`src/rtl/trimmed_moving_average_top_macros.svh`:
```
// Assertion macros for the trimmed moving average block.
// Used by trimmed_moving_average_top.sv; no other dependencies.
`ifndef TRIMMED_MOVING_AVERAGE_TOP_MACROS_SVH
`define TRIMMED_MOVING_AVERAGE_TOP_MACROS_SVH

// Same-cycle implication, disabled while reset is low
`define TMA_ASSERT_NOW(label, clk, rst_n, ante, cons, msg) \
    label: assert property (@(posedge clk) disable iff (!rst_n) (ante) |-> (cons)) \
        else $error(msg);

// Next-cycle implication, disabled while reset is low
`define TMA_ASSERT_NEXT(label, clk, rst_n, ante, cons, msg) \
    label: assert property (@(posedge clk) disable iff (!rst_n) (ante) |=> (cons)) \
        else $error(msg);

`endif

```
`src/rtl/tma_pkg.sv`:
```
// Shared constants for the trimmed moving average block.
// No dependencies; used by the interfaces and the top level.
package tma_pkg;

    // Build defaults
    localparam int DEPTH_DEF       = 32;
    localparam int SAMPLE_BITS_DEF = 16;

    // Window limits and reset length
    localparam int MIN_LENGTH    = 5;
    localparam int TRIMMED_COUNT = 2;
    localparam int RESET_LENGTH  = 16;

    // Configuration port
    localparam int CFG_IDX_W  = 1;
    localparam int CFG_DATA_W = 6;

    typedef logic [CFG_IDX_W-1:0] t_cfg_idx;

    localparam t_cfg_idx REG_WINDOW_LENGTH = 1'd0;
    localparam t_cfg_idx REG_TRIM_MODE     = 1'd1;

endpackage

```
`src/rtl/tma_sample_if.sv`:
```
// Input request channel carrying one signed sample.
// Depends on tma_pkg for the default sample width.
interface tma_sample_if #(
    parameter int SAMPLE_BITS = tma_pkg::SAMPLE_BITS_DEF
);
    logic                          valid;
    logic                          ready;
    logic signed [SAMPLE_BITS-1:0] sample;

    modport source (output valid, output sample, input ready);
    modport sink   (input valid, input sample, output ready);
endinterface

```
`src/rtl/tma_mean_if.sv`:
```
// Output request channel carrying one signed mean.
// Depends on tma_pkg for the default sample width.
interface tma_mean_if #(
    parameter int SAMPLE_BITS = tma_pkg::SAMPLE_BITS_DEF
);
    logic                          valid;
    logic                          ready;
    logic signed [SAMPLE_BITS-1:0] mean;

    modport source (output valid, output mean, input ready);
    modport sink   (input valid, input mean, output ready);
endinterface

```
`src/rtl/tma_ram.sv`:
```
// Generic single-write, single-read synchronous RAM with registered read data.
// No dependencies.
module tma_ram #(
    parameter int WIDTH = 16,
    parameter int DEPTH = 32
) (
    input  logic                     i_clk,
    input  logic                     i_we,
    input  logic [$clog2(DEPTH)-1:0] i_waddr,
    input  logic [WIDTH-1:0]         i_wdata,
    input  logic [$clog2(DEPTH)-1:0] i_raddr,
    output logic [WIDTH-1:0]         o_rdata
);
    logic [WIDTH-1:0] r_mem [DEPTH];
    logic [WIDTH-1:0] r_rdata;

    // Write port
    always_ff @(posedge i_clk) begin
        if (i_we) begin
            r_mem[i_waddr] <= i_wdata;
        end
    end

    // Registered read port
    always_ff @(posedge i_clk) begin
        r_rdata <= r_mem[i_raddr];
    end

    assign o_rdata = r_rdata;
endmodule

```
`src/rtl/trimmed_moving_average_top.sv`:
```
// Trimmed moving average: the top level with control, sweep and divider.
// Depends on tma_pkg, tma_sample_if, tma_mean_if, tma_ram and the macro header.
//
// Usage:
//   i_in carries one signed sample per request; o_out returns one signed mean
//   per sample. The configuration port (i_cfg_we, i_cfg_idx, i_cfg_data) sets
//   the window length (register 0, clamped to 5..DEPTH) and the trim mode
//   (register 1); write it only while the block is idle.
//   Each sample is written into the ring memory, then the window entries are
//   read back one per cycle through the single read port, summed and their
//   largest and smallest tracked; a restoring divider then forms the SUM_W-bit
//   quotient, one quotient bit per cycle (SUM_W = SAMPLE_BITS + log2(DEPTH) +
//   1, 22 at the defaults). A new request is taken only once the previous mean
//   has moved to the output register, so one sample is in work at a time.
//   A finished mean sits in an output register; the block takes the next
//   sample while it waits, and holds the following result until it is taken.
//   Reset returns the length to 16, plain mode, write index zero and an empty
//   ring: a fill count marks entries never written, which read as zero, so no
//   clearing pass is needed.
`include "trimmed_moving_average_top_macros.svh"

module trimmed_moving_average_top #(
    parameter int DEPTH       = tma_pkg::DEPTH_DEF,
    parameter int SAMPLE_BITS = tma_pkg::SAMPLE_BITS_DEF
) (
    input  logic                           i_clk,
    input  logic                           i_rst_n,
    input  logic                           i_cfg_we,
    input  tma_pkg::t_cfg_idx              i_cfg_idx,
    input  logic [tma_pkg::CFG_DATA_W-1:0] i_cfg_data,
    tma_sample_if.sink                     i_in,
    tma_mean_if.source                     o_out
);
    localparam int AW     = $clog2(DEPTH);
    localparam int LEN_W  = $clog2(DEPTH + 1);
    localparam int SUM_W  = SAMPLE_BITS + $clog2(DEPTH) + 1;
    localparam int DCNT_W = $clog2(SUM_W + 1);
    localparam int RST_LEN_CL = (tma_pkg::RESET_LENGTH < tma_pkg::MIN_LENGTH) ?
        tma_pkg::MIN_LENGTH : tma_pkg::RESET_LENGTH;
    localparam int RST_LEN = (RST_LEN_CL > DEPTH) ? DEPTH : RST_LEN_CL;

    localparam logic [1:0] ST_IDLE = 2'd0;
    localparam logic [1:0] ST_READ = 2'd1;
    localparam logic [1:0] ST_DIV  = 2'd2;
    localparam logic [1:0] ST_DONE = 2'd3;

    // Control and configuration registers
    logic [1:0]       r_state;
    logic [LEN_W-1:0] r_len;
    logic             r_trim;
    logic [AW-1:0]    r_widx;
    logic [LEN_W-1:0] r_fill;
    logic [LEN_W-1:0] r_cnt;
    logic             r_pend;
    logic [LEN_W-1:0] r_pidx;
    logic [DCNT_W-1:0] r_dcnt;
    logic             r_ovalid;

    // Datapath registers
    logic signed [SUM_W-1:0]       r_sum;
    logic signed [SAMPLE_BITS-1:0] r_hi;
    logic signed [SAMPLE_BITS-1:0] r_lo;
    logic [SUM_W-1:0]              r_quo;
    logic [LEN_W-1:0]              r_rem;
    logic [LEN_W-1:0]              r_div;
    logic                          r_neg;
    logic signed [SAMPLE_BITS-1:0] r_mean;

    logic                          in_acc;
    logic                          out_free;
    logic [LEN_W-1:0]              n_len;
    logic [AW-1:0]                 wr_idx;
    logic [LEN_W-1:0]              wr_next;
    logic [AW-1:0]                 n_widx;
    logic [LEN_W-1:0]              n_fill;
    logic [SAMPLE_BITS-1:0]        ram_q;
    logic signed [SAMPLE_BITS-1:0] entry;
    logic signed [SUM_W-1:0]       num;
    logic [SUM_W-1:0]              mag;
    logic [LEN_W:0]                rem_sh;
    logic                          rem_ge;
    logic [LEN_W-1:0]              rem_sub;
    logic [SAMPLE_BITS-1:0]        quo_lo;

    assign in_acc      = i_in.valid && i_in.ready;
    assign i_in.ready  = (r_state == ST_IDLE);
    assign out_free    = !r_ovalid || o_out.ready;
    assign o_out.valid = r_ovalid;
    assign o_out.mean  = r_mean;

    // Clamp a written window length to the legal range
    always_comb begin
        if (int'(i_cfg_data) < tma_pkg::MIN_LENGTH) begin
            n_len = LEN_W'(tma_pkg::MIN_LENGTH);
        end else if (int'(i_cfg_data) > DEPTH) begin
            n_len = LEN_W'(DEPTH);
        end else begin
            n_len = LEN_W'(i_cfg_data);
        end
    end

    // Write slot, next write index and fill count for an accepted request
    always_comb begin
        wr_idx  = (LEN_W'(r_widx) >= r_len) ? '0 : r_widx;
        wr_next = LEN_W'(wr_idx) + LEN_W'(1);
        n_widx  = (wr_next >= r_len) ? '0 : wr_next[AW-1:0];
        n_fill  = (wr_next > r_fill) ? wr_next : r_fill;
    end

    // Ring memory; the accepted sample is written before the sweep's first read
    tma_ram #(
        .WIDTH (SAMPLE_BITS),
        .DEPTH (DEPTH)
    ) u_ring (
        .i_clk   (i_clk),
        .i_we    (in_acc),
        .i_waddr (wr_idx),
        .i_wdata (i_in.sample),
        .i_raddr (r_cnt[AW-1:0]),
        .o_rdata (ram_q)
    );

    // Entries beyond the fill count were never written and read as zero
    assign entry = (r_pidx < r_fill) ? $signed(ram_q) : '0;

    // Numerator and its magnitude for the divider
    always_comb begin
        if (r_trim) begin
            num = r_sum - SUM_W'(r_hi) - SUM_W'(r_lo);
        end else begin
            num = r_sum;
        end
        mag = num[SUM_W-1] ? SUM_W'(-num) : SUM_W'(num);
    end

    // One restoring division step
    always_comb begin
        rem_sh  = {r_rem, r_quo[SUM_W-1]};
        rem_ge  = (rem_sh >= {1'b0, r_div});
        rem_sub = LEN_W'(rem_sh - {1'b0, r_div});
        quo_lo  = r_quo[SAMPLE_BITS-1:0];
    end

    // Configuration registers
    always_ff @(posedge i_clk) begin
        if (!i_rst_n) begin
            r_len  <= LEN_W'(RST_LEN);
            r_trim <= 1'b0;
        end else if (i_cfg_we) begin
            unique case (i_cfg_idx)
                tma_pkg::REG_WINDOW_LENGTH: r_len  <= n_len;
                tma_pkg::REG_TRIM_MODE:     r_trim <= i_cfg_data[0];
                default: ;
            endcase
        end
    end

    // Sequencer: accept, sweep the window, divide, hand over
    always_ff @(posedge i_clk) begin
        if (!i_rst_n) begin
            r_state  <= ST_IDLE;
            r_widx   <= '0;
            r_fill   <= '0;
            r_cnt    <= '0;
            r_pend   <= 1'b0;
            r_pidx   <= '0;
            r_dcnt   <= '0;
        end else begin
            unique case (r_state)
                ST_IDLE: begin
                    if (in_acc) begin
                        r_widx  <= n_widx;
                        r_fill  <= n_fill;
                        r_cnt   <= '0;
                        r_pend  <= 1'b0;
                        r_state <= ST_READ;
                    end
                end
                ST_READ: begin
                    if (r_cnt < r_len) begin
                        r_pend <= 1'b1;
                        r_pidx <= r_cnt;
                        r_cnt  <= r_cnt + LEN_W'(1);
                    end else begin
                        r_pend <= 1'b0;
                        if (!r_pend) begin
                            r_dcnt  <= DCNT_W'(SUM_W);
                            r_state <= ST_DIV;
                        end
                    end
                end
                ST_DIV: begin
                    r_dcnt <= r_dcnt - DCNT_W'(1);
                    if (r_dcnt == DCNT_W'(1)) begin
                        r_state <= ST_DONE;
                    end
                end
                ST_DONE: begin
                    if (out_free) begin
                        r_state  <= ST_IDLE;
                    end
                end
                default: r_state <= ST_IDLE;
            endcase
        end
    end

    // Output valid: raise on a finished mean, drop once it is taken
    always_ff @(posedge i_clk) begin
        if (!i_rst_n) begin
            r_ovalid <= 1'b0;
        end else if (r_state == ST_DONE && out_free) begin
            r_ovalid <= 1'b1;
        end else if (o_out.ready) begin
            r_ovalid <= 1'b0;
        end
    end

    // Accumulate sum and extremes, load and run the divider, form the mean
    always_ff @(posedge i_clk) begin
        if (in_acc) begin
            r_sum <= '0;
            r_hi  <= i_in.sample;
            r_lo  <= i_in.sample;
        end else if (r_state == ST_READ && r_pend) begin
            r_sum <= r_sum + SUM_W'(entry);
            if (entry > r_hi) begin
                r_hi <= entry;
            end
            if (entry < r_lo) begin
                r_lo <= entry;
            end
        end
        if (r_state == ST_READ && r_cnt >= r_len && !r_pend) begin
            r_quo <= mag;
            r_neg <= num[SUM_W-1];
            r_rem <= '0;
            r_div <= r_trim ? (r_len - LEN_W'(tma_pkg::TRIMMED_COUNT)) : r_len;
        end else if (r_state == ST_DIV) begin
            r_rem <= rem_ge ? rem_sub : rem_sh[LEN_W-1:0];
            r_quo <= {r_quo[SUM_W-2:0], rem_ge};
        end
        if (r_state == ST_DONE && out_free) begin
            r_mean <= r_neg ? $signed(SAMPLE_BITS'(-quo_lo)) : $signed(quo_lo);
        end
    end

    // Checks on the sequencer and divider
    `TMA_ASSERT_NEXT(a_accept_sweeps, i_clk, i_rst_n, in_acc, r_state == ST_READ, "accepted request did not start the sweep")
    `TMA_ASSERT_NOW(a_len_range, i_clk, i_rst_n, 1'b1, r_len >= LEN_W'(tma_pkg::MIN_LENGTH) && r_len <= LEN_W'(DEPTH), "window length out of range")
    `TMA_ASSERT_NOW(a_rem_below_div, i_clk, i_rst_n, r_state == ST_DIV, r_rem < r_div, "divider remainder not below divisor")
    `TMA_ASSERT_NOW(a_pend_in_sweep, i_clk, i_rst_n, r_pend, r_state == ST_READ, "read pending outside the sweep")
endmodule
```
`src/flat_wrapper.sv`:
```
// flat-port wrapper written by rule: the top's interface ports become plain ports
module trimmed_moving_average_top_flat 
#(
    parameter int DEPTH       = tma_pkg::DEPTH_DEF,
    parameter int SAMPLE_BITS = tma_pkg::SAMPLE_BITS_DEF
)
  (i_clk, i_rst_n, i_cfg_we, i_cfg_idx, i_cfg_data, i_in_valid, i_in_sample, i_in_ready, o_out_valid, o_out_mean, o_out_ready);
  tma_sample_if #(.SAMPLE_BITS(SAMPLE_BITS)) i_in_i ();
  tma_mean_if #(.SAMPLE_BITS(SAMPLE_BITS)) o_out_i ();
  input  logic i_clk;
  input  logic i_rst_n;
  input  logic i_cfg_we;
  input  tma_pkg::t_cfg_idx i_cfg_idx;
  input  logic [tma_pkg::CFG_DATA_W-1:0] i_cfg_data;
  input wire logic [$bits(i_in_i.valid)-1:0] i_in_valid;
  input wire logic [$bits(i_in_i.sample)-1:0] i_in_sample;
  output wire logic [$bits(i_in_i.ready)-1:0] i_in_ready;
  output wire logic [$bits(o_out_i.valid)-1:0] o_out_valid;
  output wire logic [$bits(o_out_i.mean)-1:0] o_out_mean;
  input wire logic [$bits(o_out_i.ready)-1:0] o_out_ready;
  assign i_in_i.valid = i_in_valid;
  assign i_in_i.sample = i_in_sample;
  assign i_in_ready = i_in_i.ready;
  assign o_out_valid = o_out_i.valid;
  assign o_out_mean = o_out_i.mean;
  assign o_out_i.ready = o_out_ready;
  trimmed_moving_average_top #(.DEPTH(DEPTH), .SAMPLE_BITS(SAMPLE_BITS)) u_core (.i_clk(i_clk), .i_rst_n(i_rst_n), .i_cfg_we(i_cfg_we), .i_cfg_idx(i_cfg_idx), .i_cfg_data(i_cfg_data), .i_in(i_in_i), .o_out(o_out_i));
endmodule
```
`config.mk`:
```
export PLATFORM = sky130hd
export DESIGN_NAME = trimmed_moving_average_top_flat
export DESIGN_NICKNAME = d
export VERILOG_FILES = /design/src/rtl/tma_pkg.sv /design/src/rtl/tma_sample_if.sv /design/src/rtl/tma_mean_if.sv /design/src/rtl/tma_ram.sv /design/src/rtl/trimmed_moving_average_top.sv /design/src/flat_wrapper.sv
export VERILOG_INCLUDE_DIRS = /design/src /design/src/rtl
export SDC_FILE = /design/constraint.sdc
export NUM_CORES = 1
export LEC_CHECK = 0
export BUFFER_PORTS_ARGS = -buffer_cell sky130_fd_sc_hd__buf_2
export CAP_MARGIN = 20
export CORE_ASPECT_RATIO = 1.75
export CORE_MARGIN = 1.5
export CORE_UTILIZATION = 60
export CTS_BUF_LIST = sky130_fd_sc_hd__clkbuf_4
export CTS_CLUSTER_SIZE = 10
export DETAILED_ROUTE_END_ITERATION = 10
export PLACE_DENSITY = 0.79
export SYNTH_ARGS = -nofsm -noshare
export SYNTH_HDL_FRONTEND = slang
export SYNTH_SLANG_ARGS = --single-unit
export TNS_END_PERCENT = 10
```
`constraint.sdc`:
```
create_clock -name i_clk -period 6.55 [get_ports i_clk]
set_input_delay 0.655 -clock i_clk [delete_from_list [all_inputs] [get_ports i_clk]]
set_output_delay 0.655 -clock i_clk [all_outputs]
set_load 0.05 [all_outputs]
```
==> results of run 1 <==
[final timing paths]
path,startpoint,end,slack [ns],cells past startpoint
worst max register to register,u_core.r_fill[1]$_SDFFE_PN0P_,u_core.r_sum[21]$_SDFFE_PP0P_,1.10,21
worst min register to register,u_core.r_rem[5]$_SDFFE_PP0P_,u_core.r_rem[5]$_SDFFE_PP0P_,0.49,2
worst max-delay path,u_core.r_fill[1]$_SDFFE_PN0P_,u_core.r_sum[21]$_SDFFE_PP0P_,1.10,21
worst min-delay path,o_out_ready,u_core.o_out.valid$_SDFFE_PN0P_,0.08,4
[power by group through the flow]
stage	logic, mW	clock network (mW)	registers (mW)
floorplan	3.46	0	5.30
global placement	4.33	0	5.36
detailed placement	4.49	0	5.37
CTS	4.52	3.37	5.28
global route	5.07	3.55	5.27
finish	4.58	3.29	5.25
[cell usage after synthesis (all sizes together) (6+ instances only)]
cell,instances
o21a,8
or4,7
xnor2,33
o21ai,74
dfxtp,83
nor3,29
inv,82
nand2,112
clkbuf,55
nand3,32
mux2i,18
a21o,29
or3,9
ha,124
buf,28
and3,10
o31ai,8
nand4,15
mux2,31
xor2,32
a31oi,11
a211oi,17
nor2b,16
a22oi,6
fa,23
mux4,160
nand2b,17
and2,22
nor2,147
a21oi,94
edfxtp,589
[cells by family (layout without fill, tap and decap cells)]
logic type | after synthesis | in the layout | synth area share
and+or+nand+nor | 440 | 440 | 0.06803
AOI/OAI and AO/OA | 302 | 302 | 0.06408
xor gates and xnor gates | 65 | 65 | 0.01850
DFF | 672 | 672 | 0.6288
muxes | 209 | 209 | 0.1343
adders and majority gates | 147 | 147 | 0.06538
buffers and inverters | 168 | 447 | 0.02090
other | 0 | 3 | 0
[metrics by stage]
stage               std cells  hold slack, ns  instance area [um^2]
finish                   2951         0.08011                 33950
global route             2951         0.06999                 33950
CTS                      2946         0.01864                 33890
detailed placement       2681          0.4708                 31890
global placement         2681          0.4590                 31890
floorplan                2003          0.4460                 30770
[critical path, stage by stage, from the launching register on]
cell	delay, ns
dfxtp_1	0.34
inv_1	0.06
ha_1	0.27
a21o_1	0.16
a21o_1	0.17
a21o_1	0.17
a21o_1	0.16
a21oi_1	0.15
buf_4	0.23
nand2_1	0.14
inv_1	0.13
ha_1	0.24
a21o_1	0.19
a21oi_1	0.22
o21ai_1	0.11
a2111oi_0	0.75
nor3_1	0.21
o31ai_1	0.63
a21oi_1	0.23
o2111a_1	0.31
nor4_1	0.24
and3b_1	0.20
[per-layer routing]
layer | track usage | wire [um] | vias to the layer above
li1 | - | - | 8207
met1 | 0.2608 | 22230 | 9039
met2 | 0.5119 | 38580 | 636
met3 | 0.04048 | 3158 | 182
met4 | 0.1410 | 2787 | 0
met5 | 0 | 0 | -
[registers in the layout, summed over array words and instances (netlist names), 16 cells and up]
register,count
u_core.u_ring.r_mem,512
u_core.r_quo,22
u_core.r_sum,22
u_core.o_out.mean,16
u_core.r_hi,16
u_core.r_lo,16
u_core.u_ring.o_rdata,16
[layout make-up]
type	count	area [um^2]
flip-flops and latches	672	19360
fillers	3430	16640
multi-input cells	1163	10780
clock buffers	212	1592
well taps	666	833.3
repair buffers	101	695.7
clock inverters	49	367.9
inverters	85	319.1
diodes	3	7.507
[timing repair]
action                                 in CTS  in global routing
endpoints found under the hold margin       2                  0
resized for setup                           0                  0
setup buffers                               0                  0
hold buffers                                4                  0
==> results.py, run 1 <==
metrics = {
    "run_status": {
        "status": "finished clean",
    },
    "sta": {
        "setup_tns_ns": 0,
        "period_minus_slack_ns": 5.450,
        "setup_viol": 0,
        "fin_ws_ns": 1.100,
        "slew_viol_final": 0,
        "rsz0062_at_grt": "no",
        "worst_pin_slew_ns": 1.184,
        "fin_crit_sh": 0.8321,
        "fmax_mhz": 183.5,
        "finalHoldViolCount": 0,
        "slew_headroom": 0.2095,
        "fin_skew_ns": 0.04181,
    },
    "global_routing": {
        "grt_antenna_before_repair": 3,
        "grt_max_degree": 76,
        "grt_pass1_wl_um": 103600,
        "grt_pass1_vias": 19328,
        "grt.total_usage": 0.2613,
        "grt-ovfl-total": 0,
    },
    "drt": {
        "wl_um": 66760,
        "routedWlPerCell_um": 22.62,
        "ant_nets": 0,
        "viasPerCell": 6.121,
        "drt_iter0_markers": 1164,
        "drc": 0,
        "vias": 18064,
        "dr.pass1.iters": 6,
    },
    "yosys": {
        "synthesis.area_um2": 30770,
        "synthArstFlopShare": 0,
        "seq_area_frac_synth": 0.6288,
        "synth.avg_cell_area_um2": 15.36,
        "synth_top_area_share": 0.5748,
        "syn_nets": 2178,
        "synthCells": 2003,
        "synth.distinct_cells": 81,
        "yosys.area.top_type": "edfxtp_1",
        "synth_area_leaders": "edfxtp_1 (57%), mux4_2 (12%), dfxtp_1 (5.4%)",
        "yosys_register_bits": 672,
        "synthFlopType": "edfxtp_1",
        "synth_edf_count": 589,
        "ys_warn_count": 0,
    },
    "place": {
        "dp_hpwl_um": 45580,
        "routabilityCongestion": 0.9040,
        "dp_slack_ns": 1.125,
        "port_buffers": 45,
    },
    "worst_setup_path": {
        "critPathLaunchType": "register",
        "path_class": "register to register",
        "crit_fanout": 17,
        "cp-end-kind": "register",
        "crit_arrival_ns": 6.23,
        "crit_required_ns": 7.33,
    },
    "job": {
        "maxCapViolations": 0,
    },
    "clocking": {
        "cts_tree": "built",
        "cts.path.max_buffers": 3,
        "cts_max_level": 4,
        "cts_sinks": 672,
        "clock_latency_ns": 0.89,
        "cts_root_buf": "clkbuf_4",
        "cts_buffers": 148,
        "path_clk_slew_ns": 0.07,
    },
    "die": {
        "dieWidth_um": 174.2,
        "rows": 109,
        "die-area_um2": 52710,
        "die_height_um": 302.6,
        "start_util": 0.6082,
        "coreArea_um2": 50600,
        "pin_count": 46,
    },
    "power_and_ir_drop": {
        "p_clk_frac": 0.251,
        "p_sw_frac": 0.3413,
        "p_leak_nw": 11.90,
        "p_int_mw": 8.641,
        "finalPower_mw": 13.12,
        "p_switching_mw": 4.478,
        "p_per_area_nw_per_um2": 386.4,
        "p_seq_frac": 0.400,
        "peakVddDrop_uv": 179.8,
        "pwr-share-comb": 0.349,
    },
    "layout": {
        "fin_util": 0.6710,
        "mostFrequentLayoutCells": "edfxtp_1 (589), clkbuf_4 (212), mux4_2 (160)",
        "final_common_cell": "edfxtp_1",
        "drive_gt1_frac": 0.2375,
        "fin_nets": 2346,
        "synthToLayoutAreaGrowth_pct": 10.34,
    },
    "hold_path": {
        "hp-class": "input pin to register",
    },
}
Power figures use the tool's default switching activity.
==> run 2, diff against run 1 <==
- CORE_UTILIZATION: 60 -> 59
- PLACE_DENSITY: 0.79 -> 0.81
- clock period: 6.55 -> 4.4 ns (I/O delays scaled with it)
==> run 2 against run 1 <==
Non-clock buffer count increased by 48; critical endpoint is now u_core.r_quo[21]$_DFFE_PP_; sequential share of layout area decreased by 0.74 points; highest routed layer is now met5; die area increased by 1.7%; clock-buffer cell count decreased by 15; global-route usage increased by 0.63 points; design area increased by 1.3%.
==> results.py, run 2 (synthesis results as in run 1) <==
metrics = {
    "clocking": {
        "cts_root_buf": "clkbuf_4",
        "cts_buffers": 149,
        "cts_sinks": 672,
        "cts.path.max_buffers": 3,
        "path_clk_slew_ns": 0.08,
        "cts_max_level": 4,
        "cts_tree": "built",
        "clock_latency_ns": 0.88,
    },
    "power_and_ir_drop": {
        "p_sw_frac": 0.3467,
        "p_clk_frac": 0.244,
        "p_switching_mw": 6.881,
        "p_seq_frac": 0.393,
        "peakVddDrop_uv": 273.8,
        "p_leak_nw": 12.11,
        "p_int_mw": 12.97,
        "p_per_area_nw_per_um2": 576.9,
        "pwr-share-comb": 0.363,
    },
    "worst_setup_path": {
        "crit_start": "u_core.r_hi[2]$_DFFE_PP_",
        "path_class": "register to register",
        "crit_required_ns": 5.12,
        "crit_arrival_ns": 4.98,
        "crit_fanout": 7,
        "r2r-start": "u_core.r_hi[2]$_DFFE_PP_",
        "cp-end-kind": "register",
        "critPathLaunchType": "register",
    },
    "die": {
        "start_util": 0.5978,
        "die_height_um": 305.1,
        "die-area_um2": 53590,
        "dieWidth_um": 175.6,
        "pin_count": 46,
        "rows": 110,
        "coreArea_um2": 51470,
    },
    "layout": {
        "final_area_um2": 34400,
        "fillers": 3503,
        "synthToLayoutAreaGrowth_pct": 11.80,
        "mostFrequentLayoutCells": "edfxtp_1 (589), clkbuf_4 (197), mux4_2 (160)",
        "largestRegisters": "u_core.u_ring.r_mem x512, u_core.r_quo x22, u_core.r_sum x22",
        "final_common_cell": "edfxtp_1",
        "largest_register_ffs": 512,
        "fin_nets": 2395,
        "drive_gt1_frac": 0.2504,
        "largest-register": "u_core.u_ring.r_mem",
    },
    "sta": {
        "setup_viol": 0,
        "fin_skew_ns": 0.04236,
        "slew_viol_final": 0,
        "holdWs_ns": 0.06791,
        "fin_crit_sh": 0.9676,
        "finalHoldViolCount": 0,
        "rsz0062_at_grt": "no",
        "period_minus_slack_ns": 4.257,
        "worst_pin_slew_ns": 1.132,
        "fmax_mhz": 234.9,
        "slew_headroom": 0.2433,
    },
    "global_routing": {
        "grt-ovfl-total": 0,
        "grt_pass1_wl_um": 107100,
        "grt.total_usage": 0.2675,
        "grt_max_degree": 133,
        "grt_antenna_before_repair": 2,
        "grt_pass1_vias": 19470,
    },
    "drt": {
        "vias": 18423,
        "drt_iter0_markers": 1307,
        "routedWlPerCell_um": 23.02,
        "viasPerCell": 6.131,
        "dr.pass1.iters": 7,
        "wl_um": 69190,
        "drc": 0,
        "ant_nets": 0,
    },
    "place": {
        "port_buffers": 45,
        "dp_hpwl_um": 47030,
        "routabilityCongestion": 0.9151,
        "dpl_cell_area_um2": 32230,
    },
    "run_status": {
        "status": "finished clean",
    },
    "hold_path": {
        "hp-class": "input pin to register",
        "min-delay-start": "i_in_sample[7]",
    },
    "job": {
        "maxCapViolations": 0,
    },
}
run 2: power by group through the flow:
stage | Combinational [mW] | Clock, mW | Sequential [mW]
floorplan | 5.15 | 0 | 7.89
global placement | 6.83 | 0 | 7.90
detailed placement | 7.06 | 0 | 7.93
CTS | 7.13 | 4.96 | 7.79
global route | 7.91 | 5.27 | 7.83
finish | 7.20 | 4.85 | 7.79
run 2: final timing paths:
kind	endpoint	slack (ns)	depth (start not counted)
setup reg to reg	u_core.r_quo[21]$_DFFE_PP_	0.14	12
hold reg to reg	u_core.r_rem[5]$_SDFFE_PP0P_	0.48	2
hold / removal	u_core.u_ring.r_mem[19][7]$_DFFE_PP_	0.07	1
setup / recovery	u_core.r_quo[21]$_DFFE_PP_	0.14	12
run 2: per-layer routing:
metal / track usage / vias up / wire length, um
met4: 0.1491 / 2 / 3500
met3: 0.04416 / 214 / 3286
met1: 0.2722 / 9168 / 23020
met5: 0 / - / 12
met2: 0.5086 / 729 / 39370
li1: - / 8310 / -
run 2: per-stage QoR:
step | cells | setup WS (ns) | power (mW) | util | setup TNS (ns)
final | 3005 | 0.1426 | 19.85 | 0.6683 | 0
after global routing | 3005 | 0.0002189 | 21.01 | 0.6683 | 0
after CTS | 3001 | 0.01460 | 19.88 | 0.6664 | 0
after detailed placement | 2723 | -0.1716 | 14.99 | 0.6261 | -0.6180
after global placement | 2723 | -0.09680 | 14.73 | 0.6261 | -0.2653
after floorplan | 2003 | 0.01969 | 13.05 | - | 0
run 2: worst max-delay path: stages (launching register included):
cell and delay [ns]:
edfxtp_1 0.37, inv_1 0.11, fa_1 0.44, ha_1 0.41, a211oi_1 0.42, o22ai_1 0.23, o21a_1 0.22, o32ai_1 0.45
nand4b_1 0.27, or4_4 0.63, nor2_2 0.13, and4_1 0.20, a32o_1 0.24
run 2: final cells by class:
| type | instances | area (um^2) | share of cell area |
|---|---|---|---|
| Sequential cell | 672 | 19360 | 0.5627 |
| Timing Repair Buffer | 149 | 1121 | 0.03259 |
| Tap cell | 672 | 840.8 | 0.02444 |
| Clock inverter | 66 | 435.4 | 0.01266 |
| Multi-Input combinational cell | 1163 | 10850 | 0.3153 |
| Antenna cell | 1 | 2.502 | 0.00007274 |
| Inverter | 85 | 319.1 | 0.009274 |
| Clock buffer | 197 | 1479 | 0.04299 |
run 2: repair_timing:
action / CTS / global route
gates resized for setup: 4 / 20
endpoints found under the setup margin: 5 / 49
endpoints found under the hold margin: 47 / 0
pin swaps: 0 / 7
hold buffers: 15 / 0
setup buffers: 0 / 2
==> run 3, diff against run 2 <==
- PLACE_DENSITY: 0.81 -> 0.78
- SYNTH_HIERARCHICAL: unset -> 1
==> run 3 against run 2 <==
Sequential share of layout area is 0.80 points lower; design area is 1.4% higher; final cell count is 12% higher; critical path type unchanged; largest cell class unchanged; largest power group unchanged; highest routed layer unchanged.
==> results.py, run 3 <==
metrics = {
    "yosys": {
        "synthCells": 2361,
        "synth_edf_count": 589,
        "synthFlopType": "edfxtp_1",
        "synth_top_area_share": 0.5594,
        "synth.distinct_cells": 89,
        "syn_nets": 2533,
        "yosys_register_bits": 672,
        "synth.avg_cell_area_um2": 13.39,
        "synthArstFlopShare": 0,
        "yosys.area.top_type": "edfxtp_1",
        "yosysMostFrequentCell": "edfxtp_1",
        "synth_area_leaders": "edfxtp_1 (56%), mux2i_1 (8.6%), dfxtp_1 (5.3%)",
        "synthesis.area_um2": 31620,
        "ys_top_cells_by_count": "edfxtp_1 (589), mux2i_1 (273), nand2_1 (150), nor2_1 (133), a21oi_1 (123)",
        "ys_warn_count": 6,
        "seq_area_frac_synth": 0.6120,
    },
    "worst_setup_path": {
        "critPathLaunchType": "register",
        "cp-end-kind": "register",
        "path_delay_family": "compound AO/OA/AOI/OAI gates",
        "worst-path-buf-inv": 5,
        "slowest_stage": "a2111oi_2",
        "crit_arrival_ns": 5.02,
        "crit_chain": "inv_1, ha_1, a21o_1, a21o_1, a21o_1, a21o_1, a21oi_1, buf_4, buf_4, and2_1, ha_1, a2111oi_2, buf_4, a211oi_2, buf_4, o21ai_1, o21ai_1, o41a_1, a31oi_2, xor2_1, a21oi_1",
        "crit_required_ns": 5.19,
        "r2r_slack_ns": 0.17,
        "reg2reg_depth": 21,
        "r2r-end": "u_core/r_sum[20]$_SDFFE_PP0P_",
        "path_class": "register to register",
        "crit_fanout": 6,
        "cpPeakStageDelay_ns": 0.39,
        "r2r-start": "u_core/r_fill[1]$_SDFFE_PN0P_",
    },
    "layout": {
        "largest_register_ffs": 512,
        "largestRegisters": "u_core/u_ring/r_mem x512, u_core/r_quo x22, u_core/r_sum x22",
        "synthToLayoutAreaGrowth_pct": 10.34,
        "instances_no_fill": 3355,
        "fin_util": 0.6568,
        "mostFrequentLayoutCells": "edfxtp_1 (589), mux2i_1 (273), clkbuf_4 (213)",
        "fin_nets": 2727,
        "final_common_cell": "edfxtp_1",
        "drive_gt1_frac": 0.1664,
        "fillers": 3838,
        "largest-register": "u_core/u_ring/r_mem",
    },
    "global_routing": {
        "grt_antenna_before_repair": 3,
        "grt.total_usage": 0.2743,
        "grt_pass1_wl_um": 113900,
        "grt_pass1_vias": 21357,
        "grt-ovfl-total": 0,
        "grt_max_degree": 129,
    },
    "power_and_ir_drop": {
        "p_clk_frac": 0.252,
        "p_per_area_nw_per_um2": 563.3,
        "p_int_mw": 12.85,
        "p_switching_mw": 6.798,
        "finalPower_mw": 19.65,
        "pwr-share-comb": 0.352,
        "p_seq_frac": 0.396,
        "p_sw_frac": 0.3460,
        "peakVddDrop_uv": 354.8,
        "p_leak_nw": 12.38,
    },
    "die": {
        "rows": 112,
        "coreArea_um2": 53110,
        "start_util": 0.5953,
        "pin_count": 46,
        "dieWidth_um": 178.0,
        "die-area_um2": 55040,
        "die_height_um": 309.2,
    },
    "sta": {
        "fin_skew_ns": 0.05347,
        "fin_crit_sh": 0.9608,
        "worst_pin_slew_ns": 1.027,
        "period_minus_slack_ns": 4.227,
        "fmax_mhz": 236.6,
        "slew_headroom": 0.3150,
        "holdWs_ns": 0.06641,
        "slew_viol_final": 0,
        "finalHoldViolCount": 0,
        "setup_viol": 0,
        "fin_ws_ns": 0.1726,
        "rsz0062_at_grt": "yes",
    },
    "hold_path": {
        "worstHoldPathCells": 5,
        "min-delay-start": "i_cfg_data[4]",
        "hp-class": "input pin to register",
        "min_to": "u_core/r_len[1]$_SDFFE_PN0P_",
    },
    "place": {
        "dp_hpwl_um": 49780,
        "dp.cells": 3072,
        "port_buffers": 45,
        "dp_slack_ns": -0.05387,
        "routabilityCongestion": 0.8776,
    },
    "drt": {
        "vias": 20199,
        "dr.pass1.iters": 5,
        "drt_iter0_markers": 1259,
        "ant_nets": 0,
        "routedWlPerCell_um": 21.99,
        "viasPerCell": 6.021,
        "drc": 0,
        "wl_um": 73770,
    },
    "run_status": {
        "status": "finished clean",
    },
    "clocking": {
        "cts.path.max_buffers": 3,
        "cts_root_buf": "clkbuf_4",
        "path_clk_slew_ns": 0.07,
        "clock_latency_ns": 0.91,
        "cts_sinks": 672,
        "cts_tree": "built",
        "cts_buffers": 154,
        "cts_max_level": 4,
        "cts_setup_buffers": 0,
    },
    "job": {
        "maxCapViolations": 0,
    },
}
==> run 3: cell count changes after synthesis, moves of 14 or more <==
| cell | delta |
|---|---|
| a21oi_1 | +31 |
| a22o_1 | +32 |
| a22oi_1 | +68 |
| buf_1 | -22 |
| buf_2 | +19 |
| buf_4 | +20 |
| mux2_2 | -16 |
| mux2i_1 | +255 |
| mux4_2 | -160 |
| nand2_1 | +38 |
| nand3_1 | +25 |
| nand4_1 | +19 |
| nor3_1 | +14 |
==> run 3: final cells by class <==
type / count / area (um^2) / area share
multi-input cells: 1496 / 11310 / 0.3243
diodes: 3 / 7.507 / 0.0002152
repair buffers: 143 / 1039 / 0.02977
flip-flops and latches: 672 / 19350 / 0.5548
clock buffers: 213 / 1599 / 0.04584
inverters: 88 / 330.3 / 0.009469
well taps: 684 / 855.8 / 0.02453
clock inverters: 56 / 387.9 / 0.01112
==> run 3: how the worst max path moves through the flow <==
stage / start / end / slack (ns) / cells after the start
after floorplan: u_core/r_fill[1]$_SDFFE_PN0P_ / u_core/r_lo[0]$_DFFE_PP_ / 0.23 / 18
after global placement: u_core/r_fill[1]$_SDFFE_PN0P_ / u_core/r_sum[20]$_SDFFE_PP0P_ / 0.04 / 22
after detailed placement: u_core/r_fill[1]$_SDFFE_PN0P_ / u_core/r_sum[20]$_SDFFE_PP0P_ / -0.05 / 21
after CTS: u_core/r_fill[1]$_SDFFE_PN0P_ / u_core/r_hi[8]$_DFFE_PP_ / 0.01 / 22
after global routing: u_core/r_fill[1]$_SDFFE_PN0P_ / u_core/r_sum[20]$_SDFFE_PP0P_ / -0.02 / 21
final: u_core/r_fill[1]$_SDFFE_PN0P_ / u_core/r_sum[20]$_SDFFE_PP0P_ / 0.17 / 21
==> run 3: repair_timing <==
| item | CTS | global route |
|---|---|---|
| endpoints found under the setup margin | 1 | 32 |
| endpoints found under the hold margin | 14 | 0 |
| pin swaps | 0 | 4 |
| resized for setup | 2 | 18 |
| hold buffers | 11 | 0 |
==> run 3: logic make-up (layout without fill, tap and decap cells) <==
kind of cell,Yosys count,after routing,share of synthesized area
other cells,0,3,0
flops,672,672,0.6120
mux,288,288,0.09178
compound gates,454,454,0.09787
buf+inv,193,500,0.03309
xor+xnor,69,69,0.01912
simple gates,541,541,0.08370
fa+ha+maj,144,144,0.06245
==> run 3: metal layers <==
metal / part of all wire / global-route usage
met3: 0.044 / 0.04534
met1: 0.35 / 0.2753
met5: 0.00016 / 0
met2: 0.54 / 0.5086
met4: 0.065 / 0.1900
==> run 3: power by group through the flow <==
stage	combinational, mW	clock (mW)	sequential (mW)
final	6.92	4.94	7.79
after global routing	7.61	5.38	7.84
after CTS	6.87	5.06	7.80
after detailed placement	6.83	0	7.94
after global placement	6.61	0	7.92
after floorplan	5.27	0	7.87
==> run 3: stage by stage <==
step           setup TNS, ns  cell area (um^2)
6_report                   0             34880
5_1_grt             -0.03110             34880
3_5_place_dp        -0.05387             32720
2_1_floorplan              0             31620
4_1_cts                    0             34820
3_3_place_gp               0             32720
==> run 3: worst reg2reg max path, delay by kind of cell (launching register included) <==
| family | cells | cell delay (ns) |
|---|---|---|
| adder cells (fa/ha/maj) | 2 | 0.57 |
| XOR/XNOR | 1 | 0.16 |
| AND/OR/NAND/NOR | 1 | 0.16 |
| buffers and inverters | 5 | 0.74 |
| flip-flops | 1 | 0.31 |
| AO/OA/AOI/OAI | 12 | 2.22 |
